===== config.mk =====
export PLATFORM = sky130hd
export DESIGN_NAME = mvn_front
export DESIGN_NICKNAME = d
export VERILOG_FILES = /design/src/rtl/core/mvn_pkg.sv /design/src/rtl/core/mvn_front.sv
export SDC_FILE = /design/constraint.sdc
export NUM_CORES = 2
export LEC_CHECK = 0
export BUFFER_PORTS_ARGS = -buffer_cell sky130_fd_sc_hd__clkbuf_2
export CORE_MARGIN = 1
export CORE_UTILIZATION = 42
export DETAILED_ROUTE_END_ITERATION = 6
export PLACE_DENSITY = 0.59
export SLEW_MARGIN = 10
export SYNTH_ARGS = -nofsm -noshare
export SYNTH_HDL_FRONTEND = slang
export SYNTH_SLANG_ARGS = --single-unit

===== constraint.sdc =====
create_clock -name clk -period 10.9 [get_ports clk]
set_input_delay 1.09 -clock clk [delete_from_list [all_inputs] [get_ports clk]]
set_output_delay 1.09 -clock clk [all_outputs]
set_load 0.01 [all_outputs]

===== src/rtl/core/mvn_pkg.sv =====
// ----------------------------------------------------------------------------
// mvn_pkg
// shared types and result codes of the masked vector normalizer
// ----------------------------------------------------------------------------
package mvn_pkg;

    typedef enum logic [1:0] {
        KIND_NORM = 2'd0,
        KIND_MASK = 2'd1,
        KIND_ZERO = 2'd2
    } kind_t;

    // control that travels with each transaction down the pipeline
    typedef struct packed {
        logic  valid;
        kind_t kind;
    } ctl_t;

endpackage


===== src/rtl/core/mvn_front.sv =====
// ----------------------------------------------------------------------------
// mvn_front
// magnitudes, squares, squared length and root seeds, four register stages
// ----------------------------------------------------------------------------
module mvn_front
    import mvn_pkg::*;
#(
    parameter int COMP_WIDTH    = 16,
    parameter int OUT_FRAC_BITS = 14
)
(
    input  logic                                           clk,
    input  logic                                           rst_n,
    input  logic                                           in_valid,
    input  logic [7:0]                                     mask_limit,
    input  logic [7:0]                                     mask_code,
    input  logic signed [COMP_WIDTH-1:0]                   comp_x,
    input  logic signed [COMP_WIDTH-1:0]                   comp_y,
    input  logic signed [COMP_WIDTH-1:0]                   comp_z,
    output ctl_t                                           ctl_out,
    output logic [2*COMP_WIDTH-1:0]                        len_out,
    output logic signed [2*COMP_WIDTH+2*OUT_FRAC_BITS+3:0] d_out [3],
    output logic signed [2*COMP_WIDTH+2*OUT_FRAC_BITS+3:0] p_out,
    output logic                                           neg_out [3]
);

    localparam int DW = 2*COMP_WIDTH + 2*OUT_FRAC_BITS + 4;
    localparam int LW = 2*COMP_WIDTH;

    logic                  va_reg, vb_reg, vc_reg, vd_reg;
    logic                  masked_a_reg, masked_b_reg, masked_c_reg;
    kind_t                 kind_d_reg, kind_d_next;
    logic [COMP_WIDTH-1:0] mag_a_reg [3];
    logic                  neg_a_reg [3];
    logic                  neg_b_reg [3];
    logic                  neg_c_reg [3];
    logic                  neg_d_reg [3];
    logic [LW-1:0]         sq_b_reg [3];
    logic [LW-1:0]         sq_c_reg [3];
    logic [LW-1:0]         len_c_reg;
    logic [LW-1:0]         len_d_reg;
    logic signed [DW-1:0]  d_d_reg [3];
    logic signed [DW-1:0]  p_d_reg;
    logic [COMP_WIDTH-1:0] comp_raw [3];
    logic signed [DW-1:0]  len_ext;

    assign comp_raw[0] = comp_x;
    assign comp_raw[1] = comp_y;
    assign comp_raw[2] = comp_z;
    assign len_ext     = $signed({{(DW-LW){1'b0}}, len_c_reg});

    always_ff @(posedge clk or negedge rst_n)
    begin
        if (!rst_n)
        begin
            va_reg <= 1'b0;
            vb_reg <= 1'b0;
            vc_reg <= 1'b0;
            vd_reg <= 1'b0;
        end
        else
        begin
            va_reg <= in_valid;
            vb_reg <= va_reg;
            vc_reg <= vb_reg;
            vd_reg <= vc_reg;
        end
    end

    always_comb
    begin
        if (masked_c_reg)
            kind_d_next = KIND_MASK;
        else if (len_c_reg == '0)
            kind_d_next = KIND_ZERO;
        else
            kind_d_next = KIND_NORM;
    end

    always_ff @(posedge clk)
    begin
        masked_a_reg <= (mask_code <= mask_limit);
        masked_b_reg <= masked_a_reg;
        masked_c_reg <= masked_b_reg;
        kind_d_reg   <= kind_d_next;
        for (int i = 0; i < 3; i++)
        begin
            // the most negative code maps to 2^(w-1), still fits unsigned
            neg_a_reg[i] <= comp_raw[i][COMP_WIDTH-1];
            mag_a_reg[i] <= comp_raw[i][COMP_WIDTH-1] ? (~comp_raw[i] + 1'b1)
                                                       : comp_raw[i];
            neg_b_reg[i] <= neg_a_reg[i];
            sq_b_reg[i]  <= LW'(mag_a_reg[i]) * LW'(mag_a_reg[i]);
            neg_c_reg[i] <= neg_b_reg[i];
            sq_c_reg[i]  <= sq_b_reg[i];
            neg_d_reg[i] <= neg_c_reg[i];
            // remainder seed: m^2 * 4^(f+1) - len2 (odd term starts at -1)
            d_d_reg[i]   <= ($signed({{(DW-LW){1'b0}}, sq_c_reg[i]})
                             <<< (2*OUT_FRAC_BITS + 2)) - len_ext;
        end
        len_c_reg <= sq_b_reg[0] + sq_b_reg[1] + sq_b_reg[2];
        len_d_reg <= len_c_reg;
        p_d_reg   <= -len_ext;
    end

    assign ctl_out.valid = vd_reg;
    assign ctl_out.kind  = kind_d_reg;
    assign len_out       = len_d_reg;
    assign p_out         = p_d_reg;
    assign d_out         = d_d_reg;
    assign neg_out       = neg_d_reg;

endmodule


==> results.ini <==
[layout]
final_util_pct = 47.1
fin_cells = 5451
drive_above_1_share_pct = 11.7
largest_reg_flops = 128
seqCellArea_um2 = 9630
nets = 5167
filler_cell_count = 8631
syn_to_final_growth_pct = 10.8
multi_input_area_um2 = 24600

[timing]
period_share_pct = 62.1
fin_worst_skew_ps = 19.7
slew_headroom_pct = 34.6
grt_setup_unrepaired = false
worst_pin_slew_ps = 972
finalSetupTns_ps = 0
hold_violations = 0
period_needed_ps = 6770
setup_viol = 0
maxSlewViolCount = 0
timing.final.ws_setup_ps = 4130
clock.fmax_ghz = 0.148

[drt]
vias = 26700
drt_first_iter_violations = 1561
post_drt_wl_per_cell_um = 17.6
drt-vias-per-instance = 4.89
dr_wl_met3_um = 5210
wl_met1_um = 43400
wl_met2_um = 44700
ant_nets = 0
top_layer_used = met5
routed_wl_um = 96200
drcViolationCount = 0
dr.pass1.iters = 5

[floorplanning]
num_rows = 110
ioPinCount = 361
die_height_um = 304
dieArea_um2 = 92600
die_w_um = 304
initial_core_util_pct = 42.5
core_um2 = 90300

[clocking]
cts_setup_buffers = 0
clock-sinks = 480
ctsResizeCount = 0
cts_max_path_buffers = 3
htree_levels = 2
clk_latency_ps = 640
holdBufCountCts = 0
root_buffer = clkbuf_16
cts.clk_slew.worst_paths_ps = 60
cts_tree = done
numCtsBuffers = 53

[global_routing]
grt_pass1_wl_um = 152000
grt.total_usage_pct = 21.2
grt_pass1_vias = 26900
antenna_found_initial = 4
grt_max_degree = 36
overflow = 0

[yosys]
seq_area_frac_synth_pct = 25.1
synth_cell_types = 66
synth_edf_count = 0
async_reset_ff_share_pct = 0.833
synth_area_per_cell_um2 = 9.61
synth_warnings = 0
ys_ff_latch = 480
synth_area_um2 = 38400
synth_ff_type = dfxtp_1
netlist_instances = 3992

[place]
post-place-ws_ps = 4170
portBuffers = 360
dp.cells = 5350
gp_congestion = 0.912
dp_hpwl_um = 81100

[critical_path]
slowest_delay_ps = 810
critical_path.slowest_cell = dfxtp_1
crit_chain = nand2_1 -> fa_1 -> inv_1 -> fa_1 -> fa_1 -> fa_1 -> fa_1 -> inv_1 -> fa_1 -> inv_1 -> ha_1 -> and3_1 -> and2_1 -> and3_1 -> o21ai_0 -> a2111oi_0 -> o31ai_1 -> a21oi_1 -> xnor2_1
cp_data_arrival_time_ps = 7330
start_kind = flip-flop
path_max_fanout = 17
endpoint_kind = flip-flop
critPathBufInv = 3
cpLargestDelayFamily = adder cells
crit_type = flip-flop to flip-flop
cp.required_ps = 11460
path_common_cell = fa_1

[hold_path]
hp-class = input pin to async pin

[status]
status = complete, no violations

[flow_run]
drv_cap = 0

-- per-layer routing --
layer,track usage [%],vias to the layer above
li1,-,12800
met1,28.6,13100
met2,34.6,653
met3,3.56,129
met4,6.35,2
met5,0,-
-- layout make-up --
cell class                      count  area share, %
Tap cell                         1176           3.46
Timing Repair Buffer              369           4.40
Inverter                          810           7.15
Clock inverter                     28          0.771
Sequential cell                   480           22.7
Antenna cell                        3         0.0177
Clock buffer                       70           3.55
Multi-Input combinational cell   2515           58.0
-- path summary, 6_finish.rpt --
path                            cells after the start       startpoint              end  slack, ps
worst max-delay path                               19  mag_a_reg[0][6]  sq_b_reg[0][31]       4130
worst min-delay path                                1            rst_n           vb_reg        260
worst max register to register                     19  mag_a_reg[0][6]  sq_b_reg[0][31]       4130
worst min register to register                      0  neg_a_reg[0][0]  neg_b_reg[0][0]        330
max in group asynchronous                           1            rst_n           vc_reg      10520
min in group clk                                    0  neg_a_reg[0][0]  neg_b_reg[0][0]        330
-- Yosys cell counts, types with 13 or more instances --
library cell	count	area share [%]
a21oi_1	123	1.6
fa_1	522	27
o21ai_0	72	0.94
clkbuf_1	90	0.88
or2_2	18	0.29
a21o_1	60	1.2
nor2b_1	29	0.47
xor2_1	112	2.6
ha_1	349	11
nor3_1	71	0.93
or4_1	18	0.35
nand2b_1	26	0.42
or3_1	23	0.37
nor4_1	22	0.36
o31ai_1	23	0.45
nand2_1	354	3.5
nand3_1	35	0.46
and3_1	13	0.21
inv_1	808	7.9
o21bai_1	13	0.25
xnor2_1	182	4.2
o21a_1	14	0.27
and2_1	142	2.3
buf_4	96	1.9
nand4_1	21	0.34
nor2_1	147	1.4
a211oi_1	16	0.31
dfxtp_1	476	25
-- per-stage QoR --
stage | instance area, um^2 | hold slack (ps)
2_1_floorplan | 38400 | 310
3_3_place_gp | 40700 | 310
3_5_place_dp | 40700 | 312
4_1_cts | 42500 | 206
5_1_grt | 42500 | 227
6_report | 42500 | 259
-- cells by family after synthesis --
kind of cell,after synthesis,share of synthesized area (%)
AO/OA/AOI/OAI,395,6.59
XOR/XNOR,294,6.71
adder cells (fa/ha/maj),871,38.6
buffers and inverters,999,10.7
flip-flops,480,25.1
multiplexers,7,0.192
other,1,0.00977
AND/OR/NAND/NOR,945,12.1
-- layout by cell type (no fill, tap or decap), drive strengths merged, types with 14 or more instances in the layout --
master	netlist	layout
fa	522	522
xnor2	182	182
nor2b	29	29
nand2b	26	26
or4	18	18
ha	349	349
a21oi	123	123
a211oi	16	16
dfxtp	476	476
or2	18	18
nand2	354	354
inv	808	816
nand4	21	21
o31ai	23	23
clkbuf	90	430
nor3	72	72
nand3	35	35
xor2	112	112
and2	142	142
or3	25	25
nor2	148	148
a21o	60	60
nor4	25	25
o21ai	72	72
o21a	14	14
Power is not shown: default switching activity piles up to over one toggle a cycle in this logic, so the estimate is an artifact.
