===== config.mk =====
export PLATFORM = sky130hd
export DESIGN_NAME = mvn_root_step
export DESIGN_NICKNAME = d
export VERILOG_FILES = /design/src/rtl/core/mvn_pkg.sv /design/src/rtl/core/mvn_root_step.sv
export SDC_FILE = /design/constraint.sdc
export NUM_CORES = 1
export LEC_CHECK = 0
export ABC_AREA = 1
export BUFFER_PORTS_ARGS = -buffer_cell sky130_fd_sc_hd__buf_2
export CAP_MARGIN = 20
export CORE_MARGIN = 2
export CORE_UTILIZATION = 27
export CTS_CLUSTER_SIZE = 16
export DETAILED_ROUTE_END_ITERATION = 12
export PLACE_DENSITY = 0.48
export SLEW_MARGIN = 10
export SYNTH_ARGS = -nofsm -noshare
export SYNTH_HDL_FRONTEND = slang
export SYNTH_SLANG_ARGS = --single-unit

===== constraint.sdc =====
create_clock -name clk -period 8.6 [get_ports clk]
set_input_delay 1.72 -clock clk [delete_from_list [all_inputs] [get_ports clk]]
set_output_delay 1.72 -clock clk [all_outputs]
set_load 0.02 [all_outputs]

===== src/rtl/core/mvn_pkg.sv =====
// ----------------------------------------------------------------------------
// mvn_pkg
// shared types and result codes of the masked vector normalizer
// ----------------------------------------------------------------------------
package mvn_pkg;

    typedef enum logic [1:0] {
        KIND_NORM = 2'd0,
        KIND_MASK = 2'd1,
        KIND_ZERO = 2'd2
    } kind_t;

    // control that travels with each transaction down the pipeline
    typedef struct packed {
        logic  valid;
        kind_t kind;
    } ctl_t;

endpackage


===== src/rtl/core/mvn_root_step.sv =====
// ----------------------------------------------------------------------------
// mvn_root_step
// one registered bit step of the rounded quotient search for one component
// ----------------------------------------------------------------------------
module mvn_root_step
    import mvn_pkg::*;
#(
    parameter int COMP_WIDTH    = 16,
    parameter int OUT_FRAC_BITS = 14,
    parameter int BIT           = 0
)
(
    input  logic                                           clk,
    input  logic [2*COMP_WIDTH-1:0]                        len_in,
    input  logic signed [2*COMP_WIDTH+2*OUT_FRAC_BITS+3:0] d_in,
    input  logic signed [2*COMP_WIDTH+2*OUT_FRAC_BITS+3:0] p_in,
    input  logic [OUT_FRAC_BITS:0]                         q_in,
    input  logic                                           neg_in,
    output logic [2*COMP_WIDTH-1:0]                        len_out,
    output logic signed [2*COMP_WIDTH+2*OUT_FRAC_BITS+3:0] d_out,
    output logic signed [2*COMP_WIDTH+2*OUT_FRAC_BITS+3:0] p_out,
    output logic [OUT_FRAC_BITS:0]                         q_out,
    output logic                                           neg_out
);

    localparam int DW = 2*COMP_WIDTH + 2*OUT_FRAC_BITS + 4;
    localparam int LW = 2*COMP_WIDTH;
    localparam int QW = OUT_FRAC_BITS + 1;

    logic signed [DW-1:0] len_ext;
    logic signed [DW-1:0] trial;
    logic                 take;
    logic [LW-1:0]        len_reg;
    logic signed [DW-1:0] d_reg;
    logic signed [DW-1:0] p_reg;
    logic [QW-1:0]        q_reg;
    logic                 neg_reg;

    // d holds m^2*4^(f+1) - u^2*len2 and p holds u*len2, u = 2q-1
    assign len_ext = $signed({{(DW-LW){1'b0}}, len_in});
    assign trial   = d_in - ((p_in <<< (BIT + 2)) + (len_ext <<< (2*BIT + 2)));
    // once q reaches one no lower bit may be added
    assign take    = !trial[DW-1] && ((BIT == OUT_FRAC_BITS) || !q_in[OUT_FRAC_BITS]);

    always_ff @(posedge clk)
    begin
        len_reg <= len_in;
        neg_reg <= neg_in;
        d_reg   <= take ? trial : d_in;
        p_reg   <= take ? (p_in + (len_ext <<< (BIT + 1))) : p_in;
        q_reg   <= take ? (q_in | (QW'(1) << BIT)) : q_in;
    end

    assign len_out = len_reg;
    assign d_out   = d_reg;
    assign p_out   = p_reg;
    assign q_out   = q_reg;
    assign neg_out = neg_reg;

endmodule


==> results of run 1 <==
==> how the worst max path moves through the flow <==
| stage | from | to | slack [ns] | cells past startpoint |
|---|---|---|---|---|
| floorplan | d_in[4] | p_out[10] | 4.46 | 20 |
| global placement | len_in[11] | p_out[27] | 2.31 | 20 |
| detailed placement | len_in[11] | d_out[33] | 2.31 | 20 |
| CTS | len_in[11] | d_out[42] | 2.85 | 20 |
| global route | len_in[11] | d_out[44] | 2.51 | 20 |
| finish | len_in[11] | d_out[42] | 2.82 | 20 |
==> cells in the final DEF (no fill, tap or decap), drive strengths merged <==
cell type | synthesis | final
nand3 | 152 | 152
buf | 22 | 357
o21ai | 34 | 34
inv | 560 | 564
nor3b | 1 | 1
diode | 0 | 6
fa | 33 | 33
clkbuf | 14 | 18
and3 | 2 | 2
nor3 | 33 | 33
nand3b | 9 | 9
and2 | 3 | 3
or2 | 4 | 4
nor4 | 4 | 4
clkinv | 0 | 6
a21o | 1 | 1
xor2 | 67 | 67
ha | 124 | 124
o21a | 3 | 3
nand2 | 1142 | 1142
clkinvlp | 0 | 2
nor2 | 185 | 185
o21bai | 15 | 15
nand4 | 80 | 80
dfxtp | 176 | 176
bufinv | 0 | 1
a21oi | 82 | 82
a21boi | 4 | 4
xnor2 | 3 | 3
==> kinds of logic after synthesis <==
| kind of cell | count (synthesis) | synth area share, % |
|---|---|---|
| AND/OR/NAND/NOR | 1615 | 41.1 |
| buffers and inverters | 596 | 14.6 |
| flip-flops | 176 | 21.9 |
| adder cells (fa/ha/maj) | 157 | 13.8 |
| AO/OA/AOI/OAI | 139 | 4.71 |
| XOR/XNOR | 70 | 3.82 |
==> final cells by class <==
class / instances / area (um2)
Tap cell: 773 / 967
Timing Repair Buffer: 357 / 1800
Clock buffer: 18 / 439
Fill cell: 6818 / 39700
Sequential cell: 176 / 3520
Multi-Input combinational cell: 1981 / 10200
Inverter: 560 / 2100
Clock inverter: 13 / 128
Antenna cell: 6 / 15.0
==> metrics by stage <==
stage	instances	total power [mW]
6_report	3884	3.52
5_1_grt	3880	3.77
4_1_cts	3878	3.56
3_5_place_dp	3847	2.73
3_3_place_gp	3847	2.74
2_1_floorplan	2753	2.09
==> Yosys cell counts <==
library cell,instances
o21bai_1,15
o21ai_0,34
a21o_1,1
and2_1,3
and3_1,2
nand2_2,4
fa_1,33
xnor2_1,3
nand3b_1,9
buf_6,10
nand3_1,150
a21oi_1,81
a21boi_0,4
nor3_1,32
buf_2,5
dfxtp_1,176
xor2_1,67
nand3_4,1
o21a_1,3
nor4_1,4
clkbuf_1,14
nand3_2,1
inv_2,1
buf_4,7
nor2_4,1
nand4_1,80
ha_1,124
nor3b_1,1
nor3_2,1
inv_1,559
nor2_1,183
a21oi_2,1
nand2_1,1138
or2_2,4
nor2_2,1
==> power by group through the flow <==
stage	clock network [mW]	logic [mW]	registers [mW]
5_1_grt	0.860	1.90	1.01
6_report	0.801	1.73	0.996
3_5_place_dp	0	1.72	1.02
2_1_floorplan	0	0.910	1.18
4_1_cts	0.834	1.73	0.998
3_3_place_gp	0	1.73	1.02
==> flip-flops by register name (all words and copies together), names as in the netlist <==
| name | flops |
|---|---|
| q_out | 15 |
| p_out | 64 |
| neg_out | 1 |
| d_out | 64 |
| len_out | 32 |
==> metal layers <==
layer | vias up | wire [um]
met1 | 7988 | 34600
met3 | 81 | 3790
met4 | 4 | 1950
met5 | - | 27
li1 | 9053 | -
met2 | 489 | 34700
==> worst max-delay path, cell delays in order <==
cell,delay (ns)
buf_2,0.15
inv_1,0.08
fa_1,0.54
ha_1,0.38
nand2_1,0.15
inv_1,0.05
nand2_1,0.08
nand2_1,0.09
a21oi_1,0.16
nand2_2,0.13
nand2_1,0.12
nand2_2,0.06
nand2_2,0.10
nand2_1,0.07
nand2_2,0.05
buf_4,0.54
nand3_4,0.83
buf_4,0.59
nand2_1,0.12
nand2_1,0.06
==> out/summary.txt, run 1 <==
Fin worst setup slack: 2.82 ns
Antenna Nets Post-Route: 0
Hold EP: q_out[2]
Final hold slack: 1.33 ns
H-Tree Depth: 4
Worst hold-check path type: in -> reg
DR vias/cell: 4.54
CP required: 8.98 ns
Chip height: 248 um
Psw: 1.66 mW
Clk slew on worst S/H paths: 0.07 ns
Die Wd: 248 um
Final setup TNS: 0 ns
CTS hold repair buffers: 0
WHS Path Cells: 1
Endpoint type of the worst setup path: flip-flop
Power share of the combinational group: 49.0%
Total track usage: 24.3%
Setup crit start kind: input pin
DPL Wire Length: 64200 um
Drt pass-1 iters: 6
Yosys cell types: 35
Critical path peak fanout: 59
Clock power frac: 22.7%
DRC viols: 0
Vias: 17600
Final setup viols: 0
Dpl cell area: 0.0186 mm2
Final hold violations: 0
Pwr dens: 184 mW/mm2
Synth top area share: 26.6%
Initial antenna violation count: 6
RD Place Congestion: 0.993
Achievable Freq: 0.173 GHz
Switching portion of total power: 47.0%
Crit path kind: in -> reg
Grt met2 use: 40.4%
Number of global-route vias before repair: 16900
Post-route cell area: 0.0192 mm2
Initial core utilization: 27.3%
GRT Residual Overflow: 0
Synth Cell Area: 0.0161 mm2
Busiest grt layer: met2
Hold Crit Start: q_in[2]
Slew headroom: 39.1%
Top area cells in the synthesized netlist: nand2_1 (27%), dfxtp_1 (22%), inv_1 (13%)
Drt total wl: 75100 um
Largest net degree at the start of global routing: 60
Post-CTS Setup Bufs: 0
CP arrival: 6.15 ns
CTS Sinks: 176
Maximum Capacitance Violations: 0
Mapped Cells: 2753
Num CTS Buffers: 17
Share of layout cells above drive strength 1: 13.0%
Worst-Margin Slew: 0.914 ns
M1 GR Usage: 32.1%
DP Worst Slack: 2.31 ns
Num ports: 353
Status: finished, final reports clean
Leak: 11.5 nW
P&R area growth vs syn: 19.4%
VDD IR max: 0.173 mV
YS warnings: 0
Core ar.: 0.0589 mm2
Core Util, Final: 32.5%
Initial detailed-routing violation count: 1371
Clk buf depth: 2
Period utilisation layout: 67.2%
Wirelength per Cell: 19.3 um
RSZ-0062 raised after global routing: no
Synth Net Count: 3087
Fin. max-slew vios: 0
Most area-hungry cell type in the Yosys netlist: nand2_1
Met3 Use GR: 3.68%
First-pass GRT wire length: 108000 um
Final nets: 3427
Syn avg cell area: 5.83 um2
Sequential fraction of the synthesis area: 21.9%
Yosys reg bits: 176
Row count: 89
Die area: 0.0614 mm2
Cell internal pwr: 1.87 mW
Sequential share of power: 28.3%
Root Buffer: clkbuf_16
Minimum clock period: 5.78 ns
Port Buffer Count: 352
CTS tree: yes
CTS resizes: 0
Note: power is estimated with default switching activity, not from simulation.
==> inputs of run 2 (changes only) <==
- clock period: 8.6 -> 5.9 ns (I/O delays scaled with it)
==> run 2 against run 1 <==
Sequential cell count stayed put. Cell area is 0.54% higher. Total power is 48% higher. Wire length is 0.31% higher. Sequential power is 47% higher. Sequential share of layout area is 0.098 points lower. Cell count hardly changed. Count of clock-buffer cells in the layout is 1 lower. Combinational power is 46% higher. Critical path depth is 2 lower. Die area stayed put.
==> out/summary.txt, run 2 (synthesized netlist as in run 1, its figures left out) <==
CTS Sinks: 176
P&R area growth vs syn: 20.0%
DPL Wire Length: 64800 um
Achievable Freq: 0.249 GHz
Fin. max-slew vios: 0
Core ar.: 0.0589 mm2
Setup crit start kind: input pin
CTS hold repair buffers: 0
CTS tree: yes
Period utilisation layout: 68.2%
DRC viols: 0
RD Place Congestion: 0.957
First-pass GRT wire length: 109000 um
Most frequent cells in the layout: nand2_1 (1138), inv_1 (559), buf_2 (352), nor2_1 (183), dfxtp_1 (176)
Chip height: 248 um
Drt pass-1 iters: 7
Initial detailed-routing violation count: 1208
Pwr dens: 271 mW/mm2
Psw: 2.50 mW
Root Buffer: clkbuf_16
Slowest cell delay on critical path: 0.54 ns
CP required: 6.33 ns
Initial antenna violation count: 10
PnR Total Power: 5.22 mW
Wirelength per Cell: 19.4 um
Switching portion of total power: 47.9%
Wl on met1: 34400 um
Post-CTS Setup Bufs: 0
Num CTS Buffers: 17
Status: finished, final reports clean
Number of global-route vias before repair: 17100
Slew headroom: 57.1%
Clock power frac: 23.8%
CP startpoint: len_in[11]
Worst path cell trace: buf_2 -> inv_1 -> fa_1 -> ha_1 -> nand2_1 -> inv_1 -> nand2_1 -> nand2_1 -> a21oi_1 -> nand2_2 -> nand2_1 -> nand2_2 -> nand2_2 -> nand3_4 -> nand3_4 -> buf_4 -> nand2_1 -> nand2_1
CP max stage cell: fa_1
RSZ-0062 raised after global routing: no
Port Buffer Count: 352
Num ports: 353
CTS resizes: 0
Die area: 0.0614 mm2
Final hold violations: 0
Maximum Capacitance Violations: 0
Critical path peak fanout: 40
DR vias/cell: 4.56
Largest net degree at the start of global routing: 89
Wire length on met2: 34300 um
Hold Crit Start: q_in[2]
Final setup viols: 0
Initial core utilization: 27.3%
GRT Residual Overflow: 0
VDD IR max: 0.238 mV
Met3 wire len: 3780 um
Most used cell, CP: nand2_1
Sequential share of power: 27.9%
Worst hold-check path type: in -> reg
Antenna Nets Post-Route: 0
Vias: 17700
Clk slew on worst S/H paths: 0.08 ns
Endpoint type of the worst setup path: flip-flop
Crit path kind: in -> reg
Row count: 89
Final setup TNS: 0 ns
Cell internal pwr: 2.72 mW
Final nets: 3428
Total track usage: 24.5%
CP arrival: 4.45 ns
Share of layout cells above drive strength 1: 13.0%
Drt total wl: 75300 um
Power share of the combinational group: 48.3%
Worst-Margin Slew: 0.644 ns
Leading cell type in the layout, fill and taps excluded: nand2_1
Leak: 11.6 nW
Minimum clock period: 4.02 ns
Clk buf depth: 2
H-Tree Depth: 4
Top Metal Used: met5
Die Wd: 248 um
-- run 2: through the flow --
step           utilization, %  cell area [um2]  hold WS, ns  worst slack, ns  instances
3_3_place_gp             31.6            18600         1.28             1.39       3848
6_report                 32.7            19300        0.784             1.88       3886
4_1_cts                  32.7            19300        0.742             1.94       3880
3_5_place_dp             31.6            18600         1.28             1.40       3848
5_1_grt                  32.7            19300        0.757             1.64       3883
2_1_floorplan               -            16100         1.21             2.30       2753
-- run 2: path summary, 6_finish.rpt --
| path | slack [ns] | depth (start not counted) | to |
|---|---|---|---|
| worst max-delay path | 1.88 | 18 | d_out[31] |
| worst min-delay path | 0.78 | 1 | q_out[2] |
-- run 2: power groups by stage --
stage,logic [mW],clock network (mW),registers (mW)
after floorplan,1.33,0,1.72
after global placement,2.53,0,1.49
after detailed placement,2.52,0,1.48
after CTS,2.53,1.29,1.46
after global routing,2.78,1.33,1.47
final,2.52,1.24,1.46
-- run 2: area by class of cell --
class / count / area, um2
Multi-Input combinational cell: 1981 / 10200
Timing Repair Buffer: 358 / 1830
Fill cell: 6836 / 39600
Tap cell: 773 / 967
Inverter: 560 / 2100
Antenna cell: 6 / 15.0
Clock buffer: 17 / 425
Clock inverter: 15 / 211
Sequential cell: 176 / 3520
-- run 2: critical path, delay by kind of cell --
family                     cells  cell delay [ns]
buffers and inverters          4             0.75
AOI/OAI and AO/OA              1             0.15
adders and majority gates      2             0.92
and+or+nand+nor               11             1.43
-- run 2: per-layer routing --
layer / GRT usage [%] / up-vias
met3: 3.67 / 95
met5: 0 / -
met2: 40.2 / 459
met4: 9.83 / 6
li1: - / 9047
met1: 32.1 / 8105
